### src/hdl/p1305_pkg.sv
// Shared constants, types and the block formatting function for the Poly1305 core.
package p1305_pkg;

	// prime 2^130 - 5 and its multiples, in the widths the datapath uses
	localparam logic [129:0] P      = 130'h3fffffffffffffffffffffffffffffffb;
	localparam logic [130:0] P2     = {P, 1'b0};
	localparam logic [131:0] NEG_P  = ~{2'b00, P} + 132'd1;
	localparam logic [131:0] NEG_2P = ~{1'b0, P2} + 132'd1;

	localparam logic [127:0] R_CLAMP = 128'h0ffffffc0ffffffc0ffffffc0fffffff;
	localparam logic [127:0] S_FULL  = 128'hffffffffffffffffffffffffffffffff;

	// clamped r has bits 127..124 clear, so the multiply walks bits 123..0
	localparam int unsigned R_BITS = 124;
	localparam int unsigned CNT_W  = $clog2(R_BITS);

	localparam int unsigned ADDR_W = 5;
	localparam logic [1:0] REG_R_LOW  = 2'd0;
	localparam logic [1:0] REG_R_HIGH = 2'd1;
	localparam logic [1:0] REG_S_LOW  = 2'd2;
	localparam logic [1:0] REG_S_HIGH = 2'd3;

	localparam logic [4:0] FULL_COUNT = 5'd16;

	typedef enum logic [2:0] {
		ST_IDLE,
		ST_REDUCE,
		ST_PREP,
		ST_MUL,
		ST_DONE
	} state_t;

	// message word with the 0x01 pad byte placed after the last valid byte
	function automatic logic [128:0] blk_fmt(input logic [63:0] lo, input logic [63:0] hi,
			input logic [4:0] cnt);
		logic [4:0]   n;
		logic [7:0]   sh;
		logic [128:0] pad;
		n   = (cnt > FULL_COUNT) ? FULL_COUNT : cnt;
		sh  = {n, 3'b000};
		pad = 129'd1 << sh;
		return ({1'b0, hi, lo} & (pad - 129'd1)) | pad;
	endfunction

endpackage

### src/hdl/p1305_if.sv
// Valid/ready channels for message words and tag words.
interface p1305_msg_if;
	logic        valid;
	logic        ready;
	logic [63:0] block_low;
	logic [63:0] block_high;
	logic [4:0]  byte_count;
	logic        last_block;

	modport source (output valid, block_low, block_high, byte_count, last_block, input ready);
	modport sink   (input valid, block_low, block_high, byte_count, last_block, output ready);
endinterface

interface p1305_tag_if;
	logic        valid;
	logic        ready;
	logic [63:0] tag_low;
	logic [63:0] tag_high;

	modport source (output valid, tag_low, tag_high, input ready);
	modport sink   (input valid, tag_low, tag_high, output ready);
endinterface

### src/hdl/poly1305_mac_core.sv
// Poly1305 MAC core: one message word per item, tag word after the last one.
// Each accepted word goes through reduce, prepare, 124 multiply steps and finish; a
// new word is taken only after the previous one is done, and finish holds while an
// earlier tag waits. The modular multiply is bit-serial, one bit of clamped r per cycle.
// Reset: asynchronous, active low; clears keys, accumulator, state and output valid.
module poly1305_mac_core
	import p1305_pkg::*;
(
	input  logic              clk,
	input  logic              arst_n,
	input  logic              psel,
	input  logic              penable,
	input  logic              pwrite,
	input  logic [ADDR_W-1:0] paddr,
	input  logic [63:0]       pwdata,
	output logic [63:0]       prdata,
	output logic              pready,
	p1305_msg_if.sink         msg,
	p1305_tag_if.source       tag
);

	state_t state_q, state_d;

	logic [63:0]      r_low_q, r_high_q, s_low_q, s_high_q;
	logic [129:0]     acc_q;
	logic [130:0]     sum_q;
	logic [129:0]     h_q;
	logic [131:0]     hp1_q, hp2_q;
	logic [129:0]     x_q;
	logic [R_BITS-1:0] r_sh_q;
	logic [CNT_W-1:0] cnt_q;
	logic             last_q;
	logic             out_valid_q;
	logic [127:0]     tag_q;

	logic             cfg_wr;
	logic [127:0]     r_clamped;
	logic [131:0]     a0, a1, a2, dbl, c0, c1, c2;
	logic [129:0]     x_next;
	logic             emit;

	// ---------------- configuration port ----------------
	assign pready = 1'b1;
	assign cfg_wr = psel && penable && pwrite;

	always_ff @(posedge clk or negedge arst_n) begin
		if (!arst_n) begin
			r_low_q  <= '0;
			r_high_q <= '0;
			s_low_q  <= '0;
			s_high_q <= '0;
		end else if (cfg_wr) begin
			unique case (paddr[4:3])
				REG_R_LOW:  r_low_q  <= pwdata;
				REG_R_HIGH: r_high_q <= pwdata;
				REG_S_LOW:  s_low_q  <= pwdata;
				REG_S_HIGH: s_high_q <= pwdata;
			endcase
		end
	end

	always_comb begin
		unique case (paddr[4:3])
			REG_R_LOW:  prdata = r_low_q;
			REG_R_HIGH: prdata = r_high_q;
			REG_S_LOW:  prdata = s_low_q;
			REG_S_HIGH: prdata = s_high_q;
		endcase
	end

	assign r_clamped = {r_high_q, r_low_q} & R_CLAMP;

	// ---------------- multiply step: x = (2x + bit*h) mod p ----------------
	// all three reductions are tried at once; the smallest nonnegative one wins
	assign a0  = r_sh_q[R_BITS-1] ? {2'b00, h_q} : '0;
	assign a1  = r_sh_q[R_BITS-1] ? hp1_q : NEG_P;
	assign a2  = r_sh_q[R_BITS-1] ? hp2_q : NEG_2P;
	assign dbl = {1'b0, x_q, 1'b0};
	assign c0  = dbl + a0;
	assign c1  = dbl + a1;
	assign c2  = dbl + a2;

	always_comb begin
		priority if (!c2[131]) begin
			x_next = c2[129:0];
		end else if (!c1[131]) begin
			x_next = c1[129:0];
		end else begin
			x_next = c0[129:0];
		end
	end

	// ---------------- sequencer ----------------
	always_ff @(posedge clk or negedge arst_n) begin
		if (!arst_n) begin
			state_q <= ST_IDLE;
		end else begin
			state_q <= state_d;
		end
	end

	always_comb begin
		state_d   = state_q;
		msg.ready = 1'b0;
		emit      = 1'b0;
		unique case (state_q)
			ST_IDLE: begin
				msg.ready = 1'b1;
				if (msg.valid) begin
					state_d = ST_REDUCE;
				end
			end
			ST_REDUCE: state_d = ST_PREP;
			ST_PREP:   state_d = ST_MUL;
			ST_MUL: begin
				if (cnt_q == '0) begin
					state_d = ST_DONE;
				end
			end
			ST_DONE: begin
				// hold while an earlier tag still waits
				if (!last_q) begin
					state_d = ST_IDLE;
				end else if (!out_valid_q || tag.ready) begin
					emit    = 1'b1;
					state_d = ST_IDLE;
				end
			end
			default: state_d = ST_IDLE;
		endcase
	end

	// ---------------- accumulator and datapath ----------------
	always_ff @(posedge clk or negedge arst_n) begin
		if (!arst_n) begin
			acc_q <= '0;
		end else if (state_q == ST_DONE && state_d == ST_IDLE) begin
			acc_q <= last_q ? '0 : x_q;
		end
	end

	always_ff @(posedge clk) begin
		unique case (state_q)
			ST_IDLE: begin
				sum_q  <= {1'b0, acc_q}
					+ {2'b00, blk_fmt(msg.block_low, msg.block_high, msg.byte_count)};
				last_q <= msg.last_block;
			end
			ST_REDUCE: begin
				// acc + block stays below 2p, one subtraction is enough
				h_q    <= (sum_q >= {1'b0, P}) ? 130'(sum_q - {1'b0, P}) : sum_q[129:0];
				r_sh_q <= r_clamped[R_BITS-1:0];
			end
			ST_PREP: begin
				hp1_q <= {2'b00, h_q} + NEG_P;
				hp2_q <= {2'b00, h_q} + NEG_2P;
				x_q   <= '0;
				cnt_q <= CNT_W'(R_BITS - 1);
			end
			ST_MUL: begin
				x_q    <= x_next;
				r_sh_q <= {r_sh_q[R_BITS-2:0], 1'b0};
				cnt_q  <= cnt_q - CNT_W'(1);
			end
			ST_DONE: begin
				if (emit) begin
					tag_q <= (x_q[127:0] + {s_high_q, s_low_q}) & S_FULL;
				end
			end
			default: begin
			end
		endcase
	end

	// ---------------- output word ----------------
	always_ff @(posedge clk or negedge arst_n) begin
		if (!arst_n) begin
			out_valid_q <= 1'b0;
		end else if (emit) begin
			out_valid_q <= 1'b1;
		end else if (tag.ready) begin
			out_valid_q <= 1'b0;
		end
	end

	assign tag.valid    = out_valid_q;
	assign tag.tag_low  = tag_q[63:0];
	assign tag.tag_high = tag_q[127:64];

endmodule
### src/flat_wrapper.sv
// flat-port wrapper written by rule: the top's interface ports become plain ports
module poly1305_mac_core_flat import p1305_pkg::*;
  (clk, arst_n, psel, penable, pwrite, paddr, pwdata, prdata, pready, msg_valid, msg_block_low, msg_block_high, msg_byte_count, msg_last_block, msg_ready, tag_valid, tag_tag_low, tag_tag_high, tag_ready);
  p1305_msg_if msg_i ();
  p1305_tag_if tag_i ();
  input  logic clk;
  input  logic arst_n;
  input  logic psel;
  input  logic penable;
  input  logic pwrite;
  input  logic [ADDR_W-1:0] paddr;
  input  logic [63:0] pwdata;
  output logic [63:0] prdata;
  output logic pready;
  input wire logic [$bits(msg_i.valid)-1:0] msg_valid;
  input wire logic [$bits(msg_i.block_low)-1:0] msg_block_low;
  input wire logic [$bits(msg_i.block_high)-1:0] msg_block_high;
  input wire logic [$bits(msg_i.byte_count)-1:0] msg_byte_count;
  input wire logic [$bits(msg_i.last_block)-1:0] msg_last_block;
  output wire logic [$bits(msg_i.ready)-1:0] msg_ready;
  output wire logic [$bits(tag_i.valid)-1:0] tag_valid;
  output wire logic [$bits(tag_i.tag_low)-1:0] tag_tag_low;
  output wire logic [$bits(tag_i.tag_high)-1:0] tag_tag_high;
  input wire logic [$bits(tag_i.ready)-1:0] tag_ready;
  assign msg_i.valid = msg_valid;
  assign msg_i.block_low = msg_block_low;
  assign msg_i.block_high = msg_block_high;
  assign msg_i.byte_count = msg_byte_count;
  assign msg_i.last_block = msg_last_block;
  assign msg_ready = msg_i.ready;
  assign tag_valid = tag_i.valid;
  assign tag_tag_low = tag_i.tag_low;
  assign tag_tag_high = tag_i.tag_high;
  assign tag_i.ready = tag_ready;
  poly1305_mac_core u_core (.clk(clk), .arst_n(arst_n), .psel(psel), .penable(penable), .pwrite(pwrite), .paddr(paddr), .pwdata(pwdata), .prdata(prdata), .pready(pready), .msg(msg_i), .tag(tag_i));
endmodule
### config.mk
export PLATFORM = sky130hd
export DESIGN_NAME = poly1305_mac_core_flat
export DESIGN_NICKNAME = d
export VERILOG_FILES = /design/src/hdl/p1305_pkg.sv /design/src/hdl/p1305_if.sv /design/src/hdl/poly1305_mac_core.sv /design/src/flat_wrapper.sv
export SDC_FILE = /design/constraint.sdc
export NUM_CORES = 2
export LEC_CHECK = 0
export ABC_AREA = 0
export BUFFER_PORTS_ARGS = -buffer_cell sky130_fd_sc_hd__buf_4
export CAP_MARGIN = 25
export CORE_MARGIN = 2
export CORE_UTILIZATION = 30
export CTS_CLUSTER_SIZE = 12
export DETAILED_ROUTE_END_ITERATION = 12
export PLACE_DENSITY = 0.57
export SYNTH_ARGS = -nofsm -noshare
export SYNTH_HDL_FRONTEND = slang
export SYNTH_SLANG_ARGS = --single-unit
### constraint.sdc
create_clock -name clk -period 24.4 [get_ports clk]
set_input_delay 0 -clock clk [delete_from_list [all_inputs] [get_ports clk]]
set_output_delay 0 -clock clk [all_outputs]
set_load 0.005 [all_outputs]
==> results_dict.tcl <==
set metrics [dict create \
    grt_pass1_wl_microns 603000 \
    critPathMaxFanout 144 \
    critPathMaxStageDelay_ps 710 \
    endpoint_kind "flop" \
    fin_ws_ps 16450 \
    crit_type "flop to flop" \
    final_common_cell "nand2_1" \
    status "finished clean" \
    cp_common_cell "buf_4" \
    insertion_delay_ps 880 \
    antenna_found_initial 90 \
    num_vias 88700 \
    drtIter0Drc 9849 \
    layout_common_cells "nand2_1, a21oi_1, edfxtp_1" \
    place_ws_ps 16730 \
    cts_buffers 160 \
    synth_area_leader_cell "edfxtp_1" \
    powerDensity_nw_per_um2 114 \
    root_buffer "clkbuf_16" \
    period_share_pct 32.6 \
    wire_per_inst_microns 26.8 \
    worst_ep_required_time_ps 24910 \
    grt_pass1_vias 83000 \
    drc_errors 0 \
    tns_ps 0 \
    yosysSeqAreaShare_pct 37.1 \
    multiInputGateArea_sq_um 59900 \
    stdcell_count 16100 \
    synthesis.instances 11200 \
    period_needed_ps 7950 \
    reg2regPathDepth 20 \
    portBuffers 400 \
    crit_chain "buf_4 -> buf_12 -> nand2b_1 -> fa_1 -> a21o_1 -> a22o_1 -> o31a_1 -> a31o_2 -> o21ai_1 -> a31oi_1 -> buf_4 -> a31o_2 -> a21oi_2 -> xor2_4 -> buf_4 -> buf_4 -> buf_4 -> nor2_1 -> a211oi_1 -> a211oi_1" \
    maxSlewViolCount 0 \
    cts_buffer_depth 4 \
    grt_max_degree 161 \
    busiest_layer "met1" \
    synth_area_sq_um 100000 \
    seq_area_sq_um 37200 \
    grt_setup_unrepaired "no" \
    ys_types 112 \
    dieArea_sq_um 339000 \
    worstMarginPinSlew_ps 1170 \
    grt_usage_pct 24.5 \
    rrSetupSlack_ps 16450 \
    viasPerCell 5.52 \
    r2r_end "u_core.x_q[22]" \
    yosys-top-cells-area "edfxtp_1, dfrtp_1, ha_1, xnor2_1, nand2_1" \
    ir_worst_vdd_mv 0.0638 \
    initial_utilization_pct 30.1 \
    routed_wl_microns 431000 \
    cts_tree "built" \
    core_sq_um 333000 \
    drive_gt1_share_pct 10.3 \
    crit_path_start_kind "flop" \
    dp_cells 15500 \
    postLayoutCoreUtil_pct 34.7 \
    syn_area_per_cell_sq_um 8.95 \
    die_w_microns 582 \
    firstDrtPassIters 6 \
    io_pins 405 \
    min_path_type "input port to flop" \
    gr-usage-met1_pct 36.5 \
    worstHoldStart "pwdata[53]" \
    ys.flop_type "edfxtp_1" \
    holdPathEnd "u_core.s_high_q[53]" \
    arrival_ps 8470 \
    dpl.hpwl_microns 352000 \
    die_h_microns 582 \
    timing_hold_violations_final 0 \
    yosysTopAreaCellShare_pct 27.4 \
    ys_warn_count 0 \
    cts_max_level 4 \
    syn2layout_area_growth_pct 15.2 \
    routabilityCongestion 1.05 \
    use_met3_pct 3.58 \
    clkTransAtPathRegs_ps 60 \
    n_fill_cell 34300 \
    clock_skew_ps 87.2 \
    antenna_violating_nets_post_route 0 \
    cap_violations 0 \
    nets 12400 \
    grt.overflow.total 0 \
    fp-row-count 212 \
    met2_usage_pct 35.5 \
    p_leak_nw 46.3 \
    ys_seq_elements 1304 \
    hold-path-cell-count 3 \
    setup_violations 0 \
    r2r_start "u_core.r_sh_q[123]" \
    fmax_mhz 126 \
    cts.sinks 1304 \
    async_flop_share_pct 29.9 \
    slowest_stage "buf_4" \
    relSlewSlack_pct 21.6 \
    syn_nets 12100 \
    synth_edf_count 914 \
]
==> where the power goes <==
part	switching, mW	leakage (nW)	internal (mW)
registers	0.758	13.8	2.92
clock network	1.01	2.51	1.39
logic	4.54	30.0	2.57
==> worst max-delay path: cells and delay by family, from the launching register on <==
family,cells,cell delay (ps)
AOI/OAI and AO/OA,10,3000
xor gates and xnor gates,1,170
adders and majority gates,1,460
buffers and inverters,6,2980
DFF,1,320
and+or+nand+nor,2,320
==> cell usage after synthesis (16+ instances only) <==
cell / count
a211oi_1: 163
a21boi_0: 36
a21o_1: 363
a21oi_1: 984
a221o_1: 20
a221oi_1: 31
a311oi_1: 20
a31oi_1: 54
and2_1: 482
and3_1: 105
and4_1: 34
buf_1: 20
buf_2: 32
clkbuf_1: 553
dfrtp_1: 390
edfxtp_1: 914
ha_1: 651
inv_1: 247
mux2_2: 258
mux4_2: 64
nand2_1: 1378
nand2b_1: 196
nand3_1: 244
nand4_1: 338
nor2_1: 763
nor2b_1: 120
nor3_1: 209
nor4_1: 66
o211ai_1: 67
o21a_1: 66
o21ai_0: 689
o21bai_1: 166
o22ai_1: 19
o31a_1: 19
o31ai_1: 42
o41ai_1: 16
or2_2: 41
or3_1: 53
or4_1: 19
xnor2_1: 624
xor2_1: 379
==> area by class of cell <==
| cell class | count | share of cell area [%] |
|---|---|---|
| Antenna cell | 40 | 0.0867 |
| Clock buffer | 225 | 3.97 |
| Clock inverter | 59 | 0.492 |
| Inverter | 247 | 0.803 |
| Multi-Input combinational cell | 9033 | 51.9 |
| Sequential cell | 1304 | 32.2 |
| Tap cell | 4387 | 4.75 |
| Timing Repair Buffer | 787 | 5.80 |
==> metal layers <==
| metal | part of all wire (%) | up-vias | routed length (microns) |
|---|---|---|---|
| met1 | 47 | 43200 | 203000 |
| met4 | 4.1 | 66 | 17600 |
| li1 | - | 41400 | - |
| met2 | 41 | 3483 | 177000 |
| met5 | 0.10 | - | 431 |
| met3 | 7.7 | 548 | 33200 |
==> sequential cells by signal, indices dropped and copies added, names as in the netlist, 3 cells and up <==
signal	count
u_core.hp1_q	132
u_core.state_q	3
u_core.h_q	130
u_core.cnt_q	7
u_core.r_sh_q	124
u_core.tag_q	128
u_core.sum_q	131
u_core.acc_q	130
u_core.s_high_q	64
u_core.r_high_q	64
u_core.s_low_q	64
u_core.x_q	130
u_core.r_low_q	64
u_core.hp2_q	131
==> worst max path at each step <==
stage          slack, ps               start                end  cells after the start
2_1_floorplan       7500   u_core.state_q[2]    u_core.hp1_q[0]                      4
3_3_place_gp       16790   msg_byte_count[4]  u_core.sum_q[123]                     21
3_5_place_dp       16730  u_core.r_sh_q[123]     u_core.x_q[22]                     20
4_1_cts            16660  u_core.r_sh_q[123]     u_core.x_q[22]                     20
5_1_grt            16170  u_core.r_sh_q[123]     u_core.x_q[22]                     20
6_report           16450  u_core.r_sh_q[123]     u_core.x_q[22]                     20
==> logic make-up (layout without fill, tap and decap cells) <==
logic type	Yosys count	count (layout)	synth area share, %
and+or+nand+nor	4111	4111	20.0
AOI/OAI and AO/OA	2931	2931	18.1
DFF	1304	1304	37.1
xor gates and xnor gates	1005	1005	8.80
buffers and inverters	859	1318	3.28
adders and majority gates	656	656	8.23
muxes	329	329	4.41
other	1	41	0.00374
==> timing repair <==
item,CTS,global route
resized for setup,0,0
buffers inserted,0,0
endpoints found under the hold margin,591,69
hold buffers,263,1
==> stage by stage <==
step / total power, mW / area, sq um / hold slack (ps)
after floorplan: 7.99 / 100000 / -296
after detailed placement: 10.5 / 107000 / -10.6
final: 13.2 / 115000 / 32.4
after CTS: 13.0 / 115000 / 4.21
after global placement: 10.6 / 107000 / -7.10
after global routing: 13.9 / 115000 / 17.1
(Power assumes the default switching activity.)
